`src/hw/rtl/feq_pkg.sv`:
```
// Shared types and constants for the frame-ordered event queue.
// Holds the entry layout, the cell command bundle and the command/status codes.
// No dependencies; used by feq_cell and frame_ordered_event_queue.
`timescale 1ns / 1ps
`default_nettype none

package feq_pkg;

    localparam int DEFAULT_DEPTH = 16;
    localparam int MAX_RESULTS   = 16;

    localparam int FRAME_W  = 24;
    localparam int ID_W     = 32;
    localparam int USER_W   = 32;
    localparam int OBJ_W    = 16;
    localparam int KIND_W   = 3;
    localparam int STATUS_W = 2;
    localparam int RCOUNT_W = 5;

    // Command kinds
    localparam logic [KIND_W-1:0] KIND_ADD    = 3'd0;
    localparam logic [KIND_W-1:0] KIND_MOVE   = 3'd1;
    localparam logic [KIND_W-1:0] KIND_REMOVE = 3'd2;
    localparam logic [KIND_W-1:0] KIND_RANGE  = 3'd3;
    localparam logic [KIND_W-1:0] KIND_LIST   = 3'd4;

    // Result status codes
    localparam logic [STATUS_W-1:0] STAT_DONE      = 2'd0;
    localparam logic [STATUS_W-1:0] STAT_NOT_FOUND = 2'd1;
    localparam logic [STATUS_W-1:0] STAT_FULL      = 2'd2;

    // Cell operations broadcast along the chain
    localparam logic [1:0] CELL_HOLD   = 2'd0;
    localparam logic [1:0] CELL_INSERT = 2'd1;
    localparam logic [1:0] CELL_DELETE = 2'd2;
    localparam logic [1:0] CELL_ROTATE = 2'd3;

    typedef struct packed {
        logic signed [FRAME_W-1:0] frame;
        logic [ID_W-1:0]           id;
        logic [USER_W-1:0]         user;
        logic [OBJ_W-1:0]          obj;
    } entry_t;

    typedef struct packed {
        logic [1:0]                op;
        logic                      by_range;
        logic signed [FRAME_W-1:0] key_frame;
        logic signed [FRAME_W-1:0] key_to;
        logic [ID_W-1:0]           key_id;
    } cell_cmd_t;

endpackage

`default_nettype wire

```
`src/hw/rtl/feq_cell.sv`:
```
// One storage cell of the sorted event chain.
// Holds one entry and shifts it toward either neighbor on a broadcast command.
// Depends on feq_pkg.
`timescale 1ns / 1ps
`default_nettype none

module feq_cell #(
    parameter int QUEUE_DEPTH = feq_pkg::DEFAULT_DEPTH,
    parameter int INDEX       = 0
) (
    input  wire logic                             aclk,
    input  wire feq_pkg::cell_cmd_t               cmd,
    input  wire logic [$clog2(QUEUE_DEPTH+1)-1:0] count,
    input  wire feq_pkg::entry_t                  bus_in,
    input  wire feq_pkg::entry_t                  prev_in,
    input  wire feq_pkg::entry_t                  next_in,
    input  wire logic                             flag_in,
    output logic                                  flag_out,
    output logic                                  first_hit,
    output feq_pkg::entry_t                       data_out
);

    localparam int CW = $clog2(QUEUE_DEPTH + 1);
    localparam logic [CW-1:0] IDX      = CW'(INDEX);
    localparam logic [CW-1:0] IDX_NEXT = CW'(INDEX + 1);

    feq_pkg::entry_t entry_reg;
    feq_pkg::entry_t entry_next;

    logic occupied;
    logic is_tail;
    logic at_or_after;
    logic in_range;
    logic hit;

    assign occupied    = (IDX < count);
    assign is_tail     = (IDX_NEXT == count);
    assign at_or_after = !occupied || ($signed(cmd.key_frame) <= $signed(entry_reg.frame));
    assign in_range    = ($signed(cmd.key_frame) <= $signed(entry_reg.frame))
                         && ($signed(entry_reg.frame) < $signed(cmd.key_to));
    assign hit         = occupied && (cmd.by_range ? in_range : (entry_reg.id == cmd.key_id));

    always_comb begin
        entry_next = entry_reg;
        flag_out   = 1'b0;
        first_hit  = 1'b0;
        unique case (cmd.op)
            feq_pkg::CELL_INSERT: begin
                // flag marks "new entry lands here or earlier"
                flag_out = flag_in | at_or_after;
                if (flag_out && !flag_in) begin
                    entry_next = bus_in;
                end else if (flag_out) begin
                    entry_next = prev_in;
                end
            end
            feq_pkg::CELL_DELETE: begin
                // flag marks "first hit is here or earlier"
                flag_out  = flag_in | hit;
                first_hit = hit & ~flag_in;
                if (flag_out) begin
                    entry_next = next_in;
                end
            end
            feq_pkg::CELL_ROTATE: begin
                if (is_tail) begin
                    entry_next = bus_in;
                end else if (occupied) begin
                    entry_next = next_in;
                end
            end
            feq_pkg::CELL_HOLD: begin
                entry_next = entry_reg;
            end
            default: begin
                entry_next = entry_reg;
            end
        endcase
    end

    always_ff @(posedge aclk) begin
        entry_reg <= entry_next;
    end

    assign data_out = entry_reg;

endmodule

`default_nettype wire

```
`config.mk`:
```
export PLATFORM = sky130hd
export DESIGN_NAME = feq_cell
export DESIGN_NICKNAME = d
export VERILOG_FILES = /design/src/hw/rtl/feq_pkg.sv /design/src/hw/rtl/feq_cell.sv
export SDC_FILE = /design/constraint.sdc
export NUM_CORES = 1
export LEC_CHECK = 0
export ABC_AREA = 1
export BUFFER_PORTS_ARGS = -buffer_cell sky130_fd_sc_hd__buf_2
export CORE_AREA = 5 5 195 197
export CTS_BUF_LIST = sky130_fd_sc_hd__clkbuf_8
export DETAILED_ROUTE_END_ITERATION = 7
export DIE_AREA = 0 0 200 202
export PLACE_DENSITY = 0.56
export SLEW_MARGIN = 10
export SYNTH_ARGS = -nofsm -noshare
export SYNTH_HDL_FRONTEND = slang
export SYNTH_SLANG_ARGS = --single-unit
```
`constraint.sdc`:
```
create_clock -name aclk -period 20 [get_ports aclk]
set_input_delay 0 -clock aclk [delete_from_list [all_inputs] [get_ports aclk]]
set_output_delay 0 -clock aclk [all_outputs]
set_load 0.03 [all_outputs]
```
==> metrics.txt, run 1 <==
Final #Nets=~2500; GP Congestion=0.877; post-DR wirelength/cell=about 16 um; Top FF cell, synth=edfxtp_1; height of the die=approximately 200 um; global route overflow=0; number of synthesized register bits=between 100 and 150; PortBufs=around 500; initial antenna violation count=8; post-synth cell types=35; leakage power figure=around 8.4 nW; share of layout cells above drive strength 1=approximately a third; clk_lat worst skew=about 0.44 ns; Slew HR=26.3%; RSZ-0062 raised after global routing=no; clk_skew=roughly 0.023 ns; first-iteration detailed-routing DRC count=approximately 400; Initial Util=26.1%; full die area=approximately 40000 sq um; Mapped Cells=1304; final WL=roughly 39 mm; internal power=approximately 0.58 mW; hold_sp=next_in[94]; net switching fraction of the power=roughly two fifths; clock buffer depth=2; status=completed; CTS H-Tree Depth=3; max reg flops=104; Final Cycle Share=24.9%; post-route DRC violation count=0; final HPWL from detailed placement=roughly 29 mm; Comb power frac=between 50% and 60%; CTS sink count=104; Routed Antenna Nets=0; CTS Root Cell=clkbuf_8; Syn Nets=~1800; total CTS buffers=9; drt pass-1 iters=5; worst slew pin tran=~1.1 ns; detailed-route via count=roughly 11000; Setup Fix Bufs, Post-CTS=0; vias in the first global route=11400; final setup margin=between 15 and 20 ns; overall global routing resource usage=between 10% and 20%; io pins=a little over 500; Finished Cell Area=about 15000 sq um; Req. time, crit path=20.31 ns; hold buffer count at cts=285; final slew viol count=0; Resize count post-CTS=0; Avg Inst Size Synth=~7.2 sq um; first-pass GRT wire length=slightly below 60 mm; worst setup path startpoint=data_out[96]$_DFFE_PP_; r2r startpoint=data_out[96]$_DFFE_PP_; Peak Freq=between 200 and 250 MHz; maxcap violations=0; fillers=roughly 3700; PD cells=roughly 64 nW/um^2; Setup-failing EPs final=0; peak supply drop=30.3 uV; Die Wd=~200 um; setup TNS=0 ns; clk slew on worst S/H paths=0.12 ns; Seq/Total Area, Yosys=~33%; CTS tree=done; critical path peak fanout=74; Seq pwr share=32.0%; HP Class=input pin to flop; Synth Cell Area=9410 sq um; CORE AREA=36100 sq um; critical path capture point type=flop; Final Critical Period=approximately 5.0 ns; count of final hold-check violations=0; crit path kind=flop to flop; post-place setup slack=approximately 16 ns; Placed Area=12200 sq um; Layout area overhead=62.3%; Vias/cell=4.34; Sw Pwr=0.397 mW; number of enable flip-flop cells after synthesis=about 100; Row Count=70; Syn. warnings=0; clock network power share=between 10% and 20%; startpoint types=flop; Async S/R FF share, synth=0%; pin count of the biggest net entering global routing=75; Worst EP arrival=5.29 ns
-- layout make-up --
class / count / area (sq um) / share of cell area, %
clock buffers: 9 / 124 / 0.811
well taps: 468 / 586 / 3.83
clock inverters: 7 / 87.6 / 0.573
repair buffers: 802 / 5470 / 35.8
multi-input cells: 762 / 4430 / 29.0
diodes: 6 / 15.0 / 0.0983
inverters: 383 / 1440 / 9.41
flip-flops and latches: 104 / 3120 / 20.4
-- final timing paths --
kind	to	slack, ns	cells past startpoint
worst max-delay path	data_out[40]$_DFFE_PP_	15.02	17
worst min-delay path	data_out[94]$_DFFE_PP_	0.05	5
worst max register to register	data_out[40]$_DFFE_PP_	15.02	17
worst min register to register	data_out[55]$_DFFE_PP_	1.65	9
-- per-layer routing --
metal / GRT usage (%) / up-vias / wire, um
li1: - / 5548 / -
met1: 20.7 / 5025 / 15100
met2: 34.0 / 392 / 19800
met3: 4.57 / 71 / 3160
met4: 7.23 / 4 / 1240
met5: 0 / - / 34
-- power by group through the flow --
stage          combinational (mW)  sequential (mW)  clock [mW]
2_1_floorplan               0.214            0.391           0
3_3_place_gp                0.398            0.315           0
3_5_place_dp                0.403            0.317           0
4_1_cts                     0.511            0.312       0.163
5_1_grt                     0.561            0.315       0.171
6_report                    0.510            0.312       0.153
-- logic make-up (layout without fill, tap and decap cells) --
logic type | Yosys count | in the layout | synth area share (%)
buffers and inverters | 438 | 1201 | 20.3
AND/OR/NAND/NOR | 437 | 437 | 19.6
AO/OA/AOI/OAI | 246 | 246 | 17.6
flip-flops | 104 | 104 | 33.2
adder cells (fa/ha/maj) | 51 | 51 | 6.78
XOR/XNOR | 28 | 28 | 2.61
other | 0 | 6 | 0
-- cell usage in the layout (no fill, tap or decap), drive strengths merged --
master,netlist,routed
buf,38,517
nand2,386,386
inv,382,385
dlygate4sd3,0,285
o21ai,105,105
o22ai,104,104
edfxtp,104,104
ha,51,51
a21oi,25,25
nor2,25,25
xor2,14,14
xnor2,14,14
clkbuf,17,9
nand3,9,9
nor3,8,8
diode,0,6
o21bai,6,6
nand4,4,4
clkinv,1,4
a21o,3,3
or2,3,3
nor2b,1,1
o21a,1,1
o211ai,1,1
a31oi,1,1
nor4,1,1
bufinv,0,1
-- synth_stat cells, types with 4 or more instances --
library cell | count | area (sq um)
nor2_1 | 23 | 86.3
xnor2_1 | 14 | 123
o21bai_1 | 6 | 45.0
o22ai_1 | 104 | 651
ha_1 | 51 | 638
nand2_1 | 335 | 1260
inv_1 | 382 | 1430
clkbuf_1 | 17 | 63.8
o21ai_2 | 70 | 613
nand3_1 | 9 | 45.0
a21oi_1 | 25 | 125
nor3_1 | 8 | 40.0
xor2_1 | 14 | 123
buf_1 | 4 | 15.0
buf_6 | 10 | 113
buf_12 | 9 | 180
o21ai_1 | 32 | 160
buf_2 | 8 | 40.0
buf_4 | 6 | 45.0
nand2_2 | 50 | 313
edfxtp_1 | 104 | 3120
-- metrics by stage --
step | hold WS [ns] | power (mW) | instances | utilization [%]
2_1_floorplan | 0.239 | 0.605 | 1304 | -
3_3_place_gp | 0.356 | 0.713 | 2234 | 33.8
3_5_place_dp | 0.353 | 0.720 | 2234 | 33.8
4_1_cts | 0.00226 | 0.986 | 2535 | 42.3
5_1_grt | 0.0291 | 1.05 | 2541 | 42.3
6_report | 0.0542 | 0.975 | 2541 | 42.3
-- critical path, cell delays in order (launching register included) --
cell           delay (ns)
edfxtp_1             0.51
inv_1                0.09
ha_1                 0.29
nand2_1              0.04
nor2_1               0.18
nand2_2              0.09
nor2_2               0.14
nand2_1              0.08
nand4_1              0.13
nand4_4              0.27
nand2_8              0.50
buf_4                0.87
nand2_1              0.15
o21ai_1              0.14
dlygate4sd3_1        0.58
nand2_1              0.05
nand2_1              0.08
dlygate4sd3_1        0.54
No activity file was read; power rests on OpenSTA's default activity.
==> run 2: changes to the inputs <==
--- a/config.mk
+++ b/config.mk
@@ -7,11 +7,11 @@
 export LEC_CHECK = 0
 export ABC_AREA = 1
 export BUFFER_PORTS_ARGS = -buffer_cell sky130_fd_sc_hd__buf_2
-export CORE_AREA = 5 5 195 197
+export CORE_AREA = 5 5 197 199
 export CTS_BUF_LIST = sky130_fd_sc_hd__clkbuf_8
 export DETAILED_ROUTE_END_ITERATION = 7
-export DIE_AREA = 0 0 200 202
-export PLACE_DENSITY = 0.56
+export DIE_AREA = 0 0 202 204
+export PLACE_DENSITY = 0.55
 export SLEW_MARGIN = 10
 export SYNTH_ARGS = -nofsm -noshare
 export SYNTH_HDL_FRONTEND = slang
==> constraint.sdc (replaced) <==
create_clock -name aclk -period 4.85 [get_ports aclk]
set_input_delay 0 -clock aclk [delete_from_list [all_inputs] [get_ports aclk]]
set_output_delay 0 -clock aclk [all_outputs]
set_load 0.03 [all_outputs]
==> run 2 against run 1 <==
Global-route usage decreased by 0.57 points. Count of clock-buffer cells in the layout unchanged. Maximum frequency is 12% higher. Critical path type unchanged.
==> metrics.txt, run 2 (synthesized netlist as in run 1, its figures left out) <==
status=completed (unchanged); Row Count=71 (was 70); worst setup path startpoint=data_out[96]$_DFFE_PP_ (unchanged); cell mode on critical path=nand2_1 (unchanged); CTS Root Cell=clkbuf_8 (unchanged); setup TNS=0 ns (unchanged); final setup margin=0.407 ns (was 15.02 ns); Largest delay share family, worst path=simple AND/OR/NAND/NOR gates (was buffers and inverters); Setup Fix Bufs, Post-CTS=0 (unchanged); CP max-delay cell=nand2_8 (was buf_4); Slew HR=39.9% (was 26.3%); initial antenna violation count=3 (was 8); Routed Antenna Nets=0 (unchanged); total CTS buffers=9 (unchanged); Initial Util=25.4% (was 26.1%); crit path capture=data_out[36]$_DFFE_PP_ (was data_out[40]$_DFFE_PP_); Worst path depth=16 (was 17); count of final hold-check violations=0 (unchanged); Worst EP arrival=4.62 ns (was 5.29 ns); overall global routing resource usage=18.1% (was 18.7%); clk_lat worst skew=0.42 ns (was 0.44 ns); leakage power figure=8.39 nW (was 8.44 nW); CTS sink count=104 (unchanged); CTS H-Tree Depth=3 (unchanged); Final #Nets=2502 (was 2515); share of layout cells above drive strength 1=32.4% (was 32.2%); most frequent cells in the layout=507 x buf_2, 382 x inv_1, 335 x nand2_1 (unchanged); leading cell type in the layout, fill and taps excluded=buf_2 (unchanged); worst slew pin tran=0.902 ns (was 1.11 ns); first-iteration detailed-routing DRC count=467 (was 397); R2R depth=16 (was 17); maximum single-stage delay on the critical path=0.67 ns (was 0.87 ns); post-place setup slack=1.46 ns (was 16.07 ns); height of the die=204 um (was 202 um); PD cells=264 nW/um^2 (was 63.8 nW/um^2); cell breakdown of the critical path=inv_1 -> ha_1 -> nand2_1 -> nor2_1 -> nand2_2 -> nor2_2 -> nand2_1 -> nand4_1 -> nand4_4 -> nand2_8 -> buf_12 -> o21ai_2 -> dlygate4sd3_1 -> nand2_1 -> nand2_1 -> dlygate4sd3_1 (was inv_1 -> ha_1 -> nand2_1 -> nor2_1 -> nand2_2 -> nor2_2 -> nand2_1 -> nand4_1 -> nand4_4 -> nand2_8 -> buf_4 -> nand2_1 -> o21ai_1 -> dlygate4sd3_1 -> nand2_1 -> nand2_1 -> dlygate4sd3_1); Peak Freq=225 MHz (was 201 MHz); vias in the first global route=11200 (was 11400); PortBufs=507 (unchanged); crit path kind=flop to flop (unchanged); io pins=508 (unchanged); r2r startpoint=data_out[96]$_DFFE_PP_ (unchanged); detailed-route via count=11000 (about the same); global route overflow=0 (unchanged); clock buffer depth=2 (unchanged); RSZ-0062 raised after global routing=no (unchanged); Final Critical Period=4.44 ns (was 4.98 ns); worst path buffer plus inverter count=4 (unchanged); global routing usage on met3=4.36% (was 4.57%); clk_skew=0.0202 ns (was 0.0227 ns); critical path capture point type=flop (unchanged); post-route DRC violation count=0 (unchanged); HP Class=input pin to flop (unchanged); Die Wd=202 um (was 200 um); maxcap violations=0 (unchanged); GR Util met2=33.4% (was 34.0%); pin count of the biggest net entering global routing=104 (was 75); startpoint types=flop (unchanged); hold_sp=prev_in[100] (was next_in[94]); CORE AREA=37000 sq um (was 36100 sq um); post-DR wirelength/cell=15.4 um (was 15.5 um); max reg flops=104 (unchanged); final slew viol count=0 (unchanged); flop-to-flop setup slack=0.41 ns (was 15.02 ns); Req. time, crit path=5.03 ns (was 20.31 ns); GP Congestion=0.931 (was 0.877); Setup-failing EPs final=0 (unchanged); final WL=39.1 mm (was 39.4 mm); clk slew on worst S/H paths=0.12 ns (about the same); final HPWL from detailed placement=29.5 mm (was 29.2 mm); critical path peak fanout=103 (was 74); busiest layer in global routing=met2 (unchanged); Vias/cell=4.36 (was 4.34); Layout area overhead=61.2% (was 62.3%); full die area=41200 sq um (was 40400 sq um); first-pass GRT wire length=59.0 mm (was 59.2 mm); drt pass-1 iters=5 (unchanged); CTS tree=done (unchanged); peak supply drop=142 uV (was 30.3 uV); Final Cycle Share=91.6% (was 24.9%); routing usage on met1=20.6% (was 20.7%); reg2reg end=data_out[36]$_DFFE_PP_ (was data_out[40]$_DFFE_PP_)
## run 2: timing repair
action / in CTS / in global routing
endpoints found under the hold margin: 103 / 0
gates resized for setup: 0 / 0
hold buffers: 272 / 0
## run 2: final cells by class
class,count,area [sq um]
antenna,1,2.50
tap,474,593
multi-input combinational,762,4430
sequential,104,3120
clock inverter,7,83.8
timing repair buffer,789,5370
inverter,383,1440
fill,3764,21900
clock buffer,9,124
## run 2: power by group
| part | switching (mW) | internal, mW | total, mW | leakage, nW |
|---|---|---|---|---|
| clock | 0.372 | 0.249 | 0.621 | 0.103 |
| combinational | 1.15 | 0.918 | 2.07 | 7.23 |
| sequential | 0.108 | 1.20 | 1.31 | 1.06 |
## run 2: worst min-delay path by stage
| stage | to | cells past startpoint |
|---|---|---|
| CTS | data_out[65]$_DFFE_PP_ | 5 |
| global route | data_out[103]$_DFFE_PP_ | 5 |
| floorplan | data_out[66]$_DFFE_PP_ | 2 |
| global placement | data_out[96]$_DFFE_PP_ | 3 |
| detailed placement | data_out[20]$_DFFE_PP_ | 5 |
| finish | data_out[100]$_DFFE_PP_ | 5 |
## run 2: stage by stage
stage	util, %	power (mW)	cell area [sq um]	instances	hold slack (ns)
after floorplan	-	2.48	9430	1304	0.239
after global placement	33.0	2.96	12200	2240	0.352
after detailed placement	33.0	2.99	12200	2240	0.364
after CTS	40.9	4.05	15200	2528	0.00205
after global routing	41.0	4.29	15200	2529	0.0383
final	41.0	4.00	15200	2529	0.0207
## run 2: worst reg2reg max path: stages, from the launching register on
cell           delay [ns]
edfxtp_1             0.52
inv_1                0.08
ha_1                 0.27
nand2_1              0.04
nor2_1               0.17
nand2_2              0.09
nor2_2               0.14
nand2_1              0.08
nand4_1              0.13
nand4_4              0.27
nand2_8              0.67
buf_12               0.40
o21ai_2              0.09
dlygate4sd3_1        0.55
nand2_1              0.06
nand2_1              0.08
dlygate4sd3_1        0.57
## run 2: per-layer routing
| layer | part of all wire, % | wire length (um) | vias up |
|---|---|---|---|
| met2 | 51 | 19800 | 407 |
| met4 | 2.9 | 1150 | 4 |
| met1 | 39 | 15300 | 5034 |
| met3 | 7.2 | 2810 | 61 |
| li1 | - | - | 5528 |
| met5 | 0.069 | 27 | - |
==> run 3: changes to the inputs <==
--- a/config.mk
+++ b/config.mk
@@ -12,6 +12,8 @@
 export DETAILED_ROUTE_END_ITERATION = 7
 export DIE_AREA = 0 0 202 204
 export PLACE_DENSITY = 0.55
+export RECOVER_POWER = 100
+export REMOVE_ABC_BUFFERS = 1
 export SLEW_MARGIN = 10
 export SYNTH_ARGS = -nofsm -noshare
 export SYNTH_HDL_FRONTEND = slang
==> run 3 against run 2 <==
Power shrank 9.9%. Critical path type unchanged. Maximum frequency grew 4.4%. Sequential power is essentially flat. Setup slack gained 0.19 ns. Flip-flop and latch count is the same. Register-to-register slack gained 0.19 ns. Design area shrank 8.2%. Core utilization shrank 3.4 points.
==> metrics.txt, run 3 (synthesized netlist as in run 1, its figures left out) <==
Setup Fix Bufs, Post-CTS=0 (unchanged); Setup-failing EPs final=0 (unchanged); maximum single-stage delay on the critical path=0.57 ns (was 0.67 ns); share of layout cells above drive strength 1=25.0% (was 32.4%); Routed Antenna Nets=0 (unchanged); critical path peak fanout=75 (was 103); first-pass GRT wire length=54.7 mm (was 59.0 mm); Worst path depth=16 (unchanged); first-iteration detailed-routing DRC count=432 (was 467); Final #Nets=2419 (was 2502); Vias/cell=4.29 (was 4.36); crit path capture=data_out[98]$_DFFE_PP_ (was data_out[36]$_DFFE_PP_); Peak Freq=235 MHz (was 225 MHz); final slew viol count=0 (unchanged); full die area=41200 sq um (unchanged); Req. time, crit path=5.01 ns (was 5.03 ns); Slew HR=12.3% (was 39.9%); Layout area overhead=47.9% (was 61.2%); CTS sink count=104 (unchanged); clock buffer depth=2 (unchanged); Final Cycle Share=87.7% (was 91.6%); status=completed (unchanged); Row Count=71 (unchanged); GP Congestion=0.879 (was 0.931); PD cells=259 nW/um^2 (was 264 nW/um^2); final WL=35.7 mm (was 39.1 mm); worst slew pin tran=1.31 ns (was 0.902 ns); crit path kind=flop to flop (unchanged); final HPWL from detailed placement=28.1 mm (was 29.5 mm); FF+latch area=3120 sq um (unchanged); most frequent cells in the layout=401 x buf_2, 382 x inv_1, 351 x nand2_1 (was 507 x buf_2, 382 x inv_1, 335 x nand2_1); CP max-delay cell=dlygate4sd3_1 (was nand2_8); setup TNS=0 ns (unchanged); leakage power figure=7.62 nW (was 8.39 nW); hold buffer count at cts=185 (was 272); leading cell type in the layout, fill and taps excluded=buf_2 (unchanged); total CTS buffers=9 (unchanged); R2R depth=16 (unchanged); overall global routing resource usage=16.4% (was 18.1%); pin count of the biggest net entering global routing=104 (unchanged); max reg flops=104 (unchanged); clk slew on worst S/H paths=0.13 ns (was 0.12 ns); Die Wd=202 um (unchanged); r2r startpoint=data_out[95]$_DFFE_PP_ (was data_out[96]$_DFFE_PP_); fillers=3960 (was 3764); post-route DRC violation count=0 (unchanged); CTS H-Tree Depth=3 (unchanged); post-place setup slack=1.48 ns (was 1.46 ns); global route overflow=0 (unchanged); cell breakdown of the critical path=inv_1 -> ha_1 -> nand2_1 -> nor2_1 -> nand4_1 -> nor2_1 -> nand2_1 -> nand4_1 -> nand4_4 -> nand2_8 -> buf_4 -> o21ai_0 -> dlygate4sd3_1 -> nand2_1 -> nand2_1 -> dlygate4sd3_1 (was inv_1 -> ha_1 -> nand2_1 -> nor2_1 -> nand2_2 -> nor2_2 -> nand2_1 -> nand4_1 -> nand4_4 -> nand2_8 -> buf_12 -> o21ai_2 -> dlygate4sd3_1 -> nand2_1 -> nand2_1 -> dlygate4sd3_1); vias in the first global route=10500 (was 11200); Placed Area=12300 sq um (was 12200 sq um); Post-Route Utilization=37.6% (was 41.0%); post-DR wirelength/cell=14.6 um (was 15.4 um); Final Critical Period=4.26 ns (was 4.44 ns); detailed-route via count=10500 (was 11000); Largest delay share family, worst path=simple AND/OR/NAND/NOR gates (unchanged); clk_lat worst skew=0.40 ns (was 0.42 ns); Resize count post-CTS=0 (unchanged); count of final hold-check violations=0 (unchanged); RSZ-0062 raised after global routing=no (unchanged); Initial Util=25.4% (unchanged); clk_skew=0.0254 ns (was 0.0202 ns); peak supply drop=111 uV (was 142 uV); Worst EP arrival=4.41 ns (was 4.62 ns); Finished Cell Area=13900 sq um (was 15200 sq um); multi-input logic area=4200 sq um (was 4430 sq um); CORE AREA=37000 sq um (unchanged); io pins=508 (unchanged); final setup margin=0.595 ns (was 0.407 ns); reg2reg end=data_out[98]$_DFFE_PP_ (was data_out[36]$_DFFE_PP_); PortBufs=507 (unchanged); maxcap violations=0 (unchanged); CTS tree=done (unchanged); worst setup path startpoint=data_out[95]$_DFFE_PP_ (was data_out[96]$_DFFE_PP_); CTS Root Cell=clkbuf_8 (unchanged); cell mode on critical path=nand2_1 (unchanged); height of the die=204 um (unchanged); HP Class=input pin to flop (unchanged); critical path capture point type=flop (unchanged); initial antenna violation count=1 (was 3); flop-to-flop setup slack=0.59 ns (was 0.41 ns); drt pass-1 iters=5 (unchanged); startpoint types=flop (unchanged); worst path buffer plus inverter count=4 (unchanged)
-- run 3: cell count changes in the layout (fill, tap and decap cells not counted), sizes merged --
cell	before	now
dlygate4sd3	272	185
inv	386	384
clkinvlp	1	0
clkbuf	9	121
bufinv	1	0
diode	1	2
buf	517	409
clkinv	2	6
-- run 3: area by class of cell --
type / instances / share of cell area, %
multi-input combinational: 762 / 30.2
clock inverter: 7 / 0.485
tap: 474 / 4.26
antenna: 2 / 0.0360
clock buffer: 9 / 0.890
timing repair buffer: 706 / 31.4
sequential: 104 / 22.4
inverter: 383 / 10.3
-- run 3: per-layer routing --
| layer | up-vias | wire length, um | GRT usage (%) |
|---|---|---|---|
| li1 | 5354 | - | - |
| met1 | 4722 | 14400 | 19.8 |
| met4 | 0 | 922 | 5.10 |
| met5 | - | 0 | 0 |
| met3 | 41 | 2430 | 3.52 |
| met2 | 372 | 17900 | 29.4 |
-- run 3: worst register-to-register path, delay by kind of cell, from the launching register on --
family / cells / cell delay [ns]
buffers and inverters: 4 / 1.61
and+or+nand+nor: 10 / 1.64
adders and majority gates: 1 / 0.28
DFF: 1 / 0.39
AOI/OAI and AO/OA: 1 / 0.11
-- run 3: per-stage QoR --
stage	hold WS, ns	std cells	total power, mW
detailed placement	0.346	2244	2.96
global placement	0.343	2244	2.94
CTS	0.000105	2445	3.78
floorplan	0.239	1249	2.40
global route	0.0175	2446	3.88
finish	0.0288	2447	3.60
-- run 3: how the worst min path moves through the flow --
stage / from / to / slack [ns] / depth (start not counted)
2_1_floorplan: prev_in[66] / data_out[66]$_DFFE_PP_ / 0.24 / 2
3_3_place_gp: prev_in[66] / data_out[66]$_DFFE_PP_ / 0.34 / 3
3_5_place_dp: prev_in[68] / data_out[68]$_DFFE_PP_ / 0.35 / 3
4_1_cts: next_in[81] / data_out[81]$_DFFE_PP_ / 0.0001 / 5
5_1_grt: prev_in[77] / data_out[77]$_DFFE_PP_ / 0.02 / 5
6_report: prev_in[77] / data_out[77]$_DFFE_PP_ / 0.03 / 5
-- run 3: power by group --
part / switching, mW / internal [mW] / total (mW) / leakage (nW)
Sequential: 0.0962 / 1.20 / 1.29 / 1.06
Combinational: 1.06 / 0.687 / 1.75 / 6.46
Clock: 0.358 / 0.199 / 0.557 / 0.0985
Total: 1.52 / 2.08 / 3.60 / 7.62
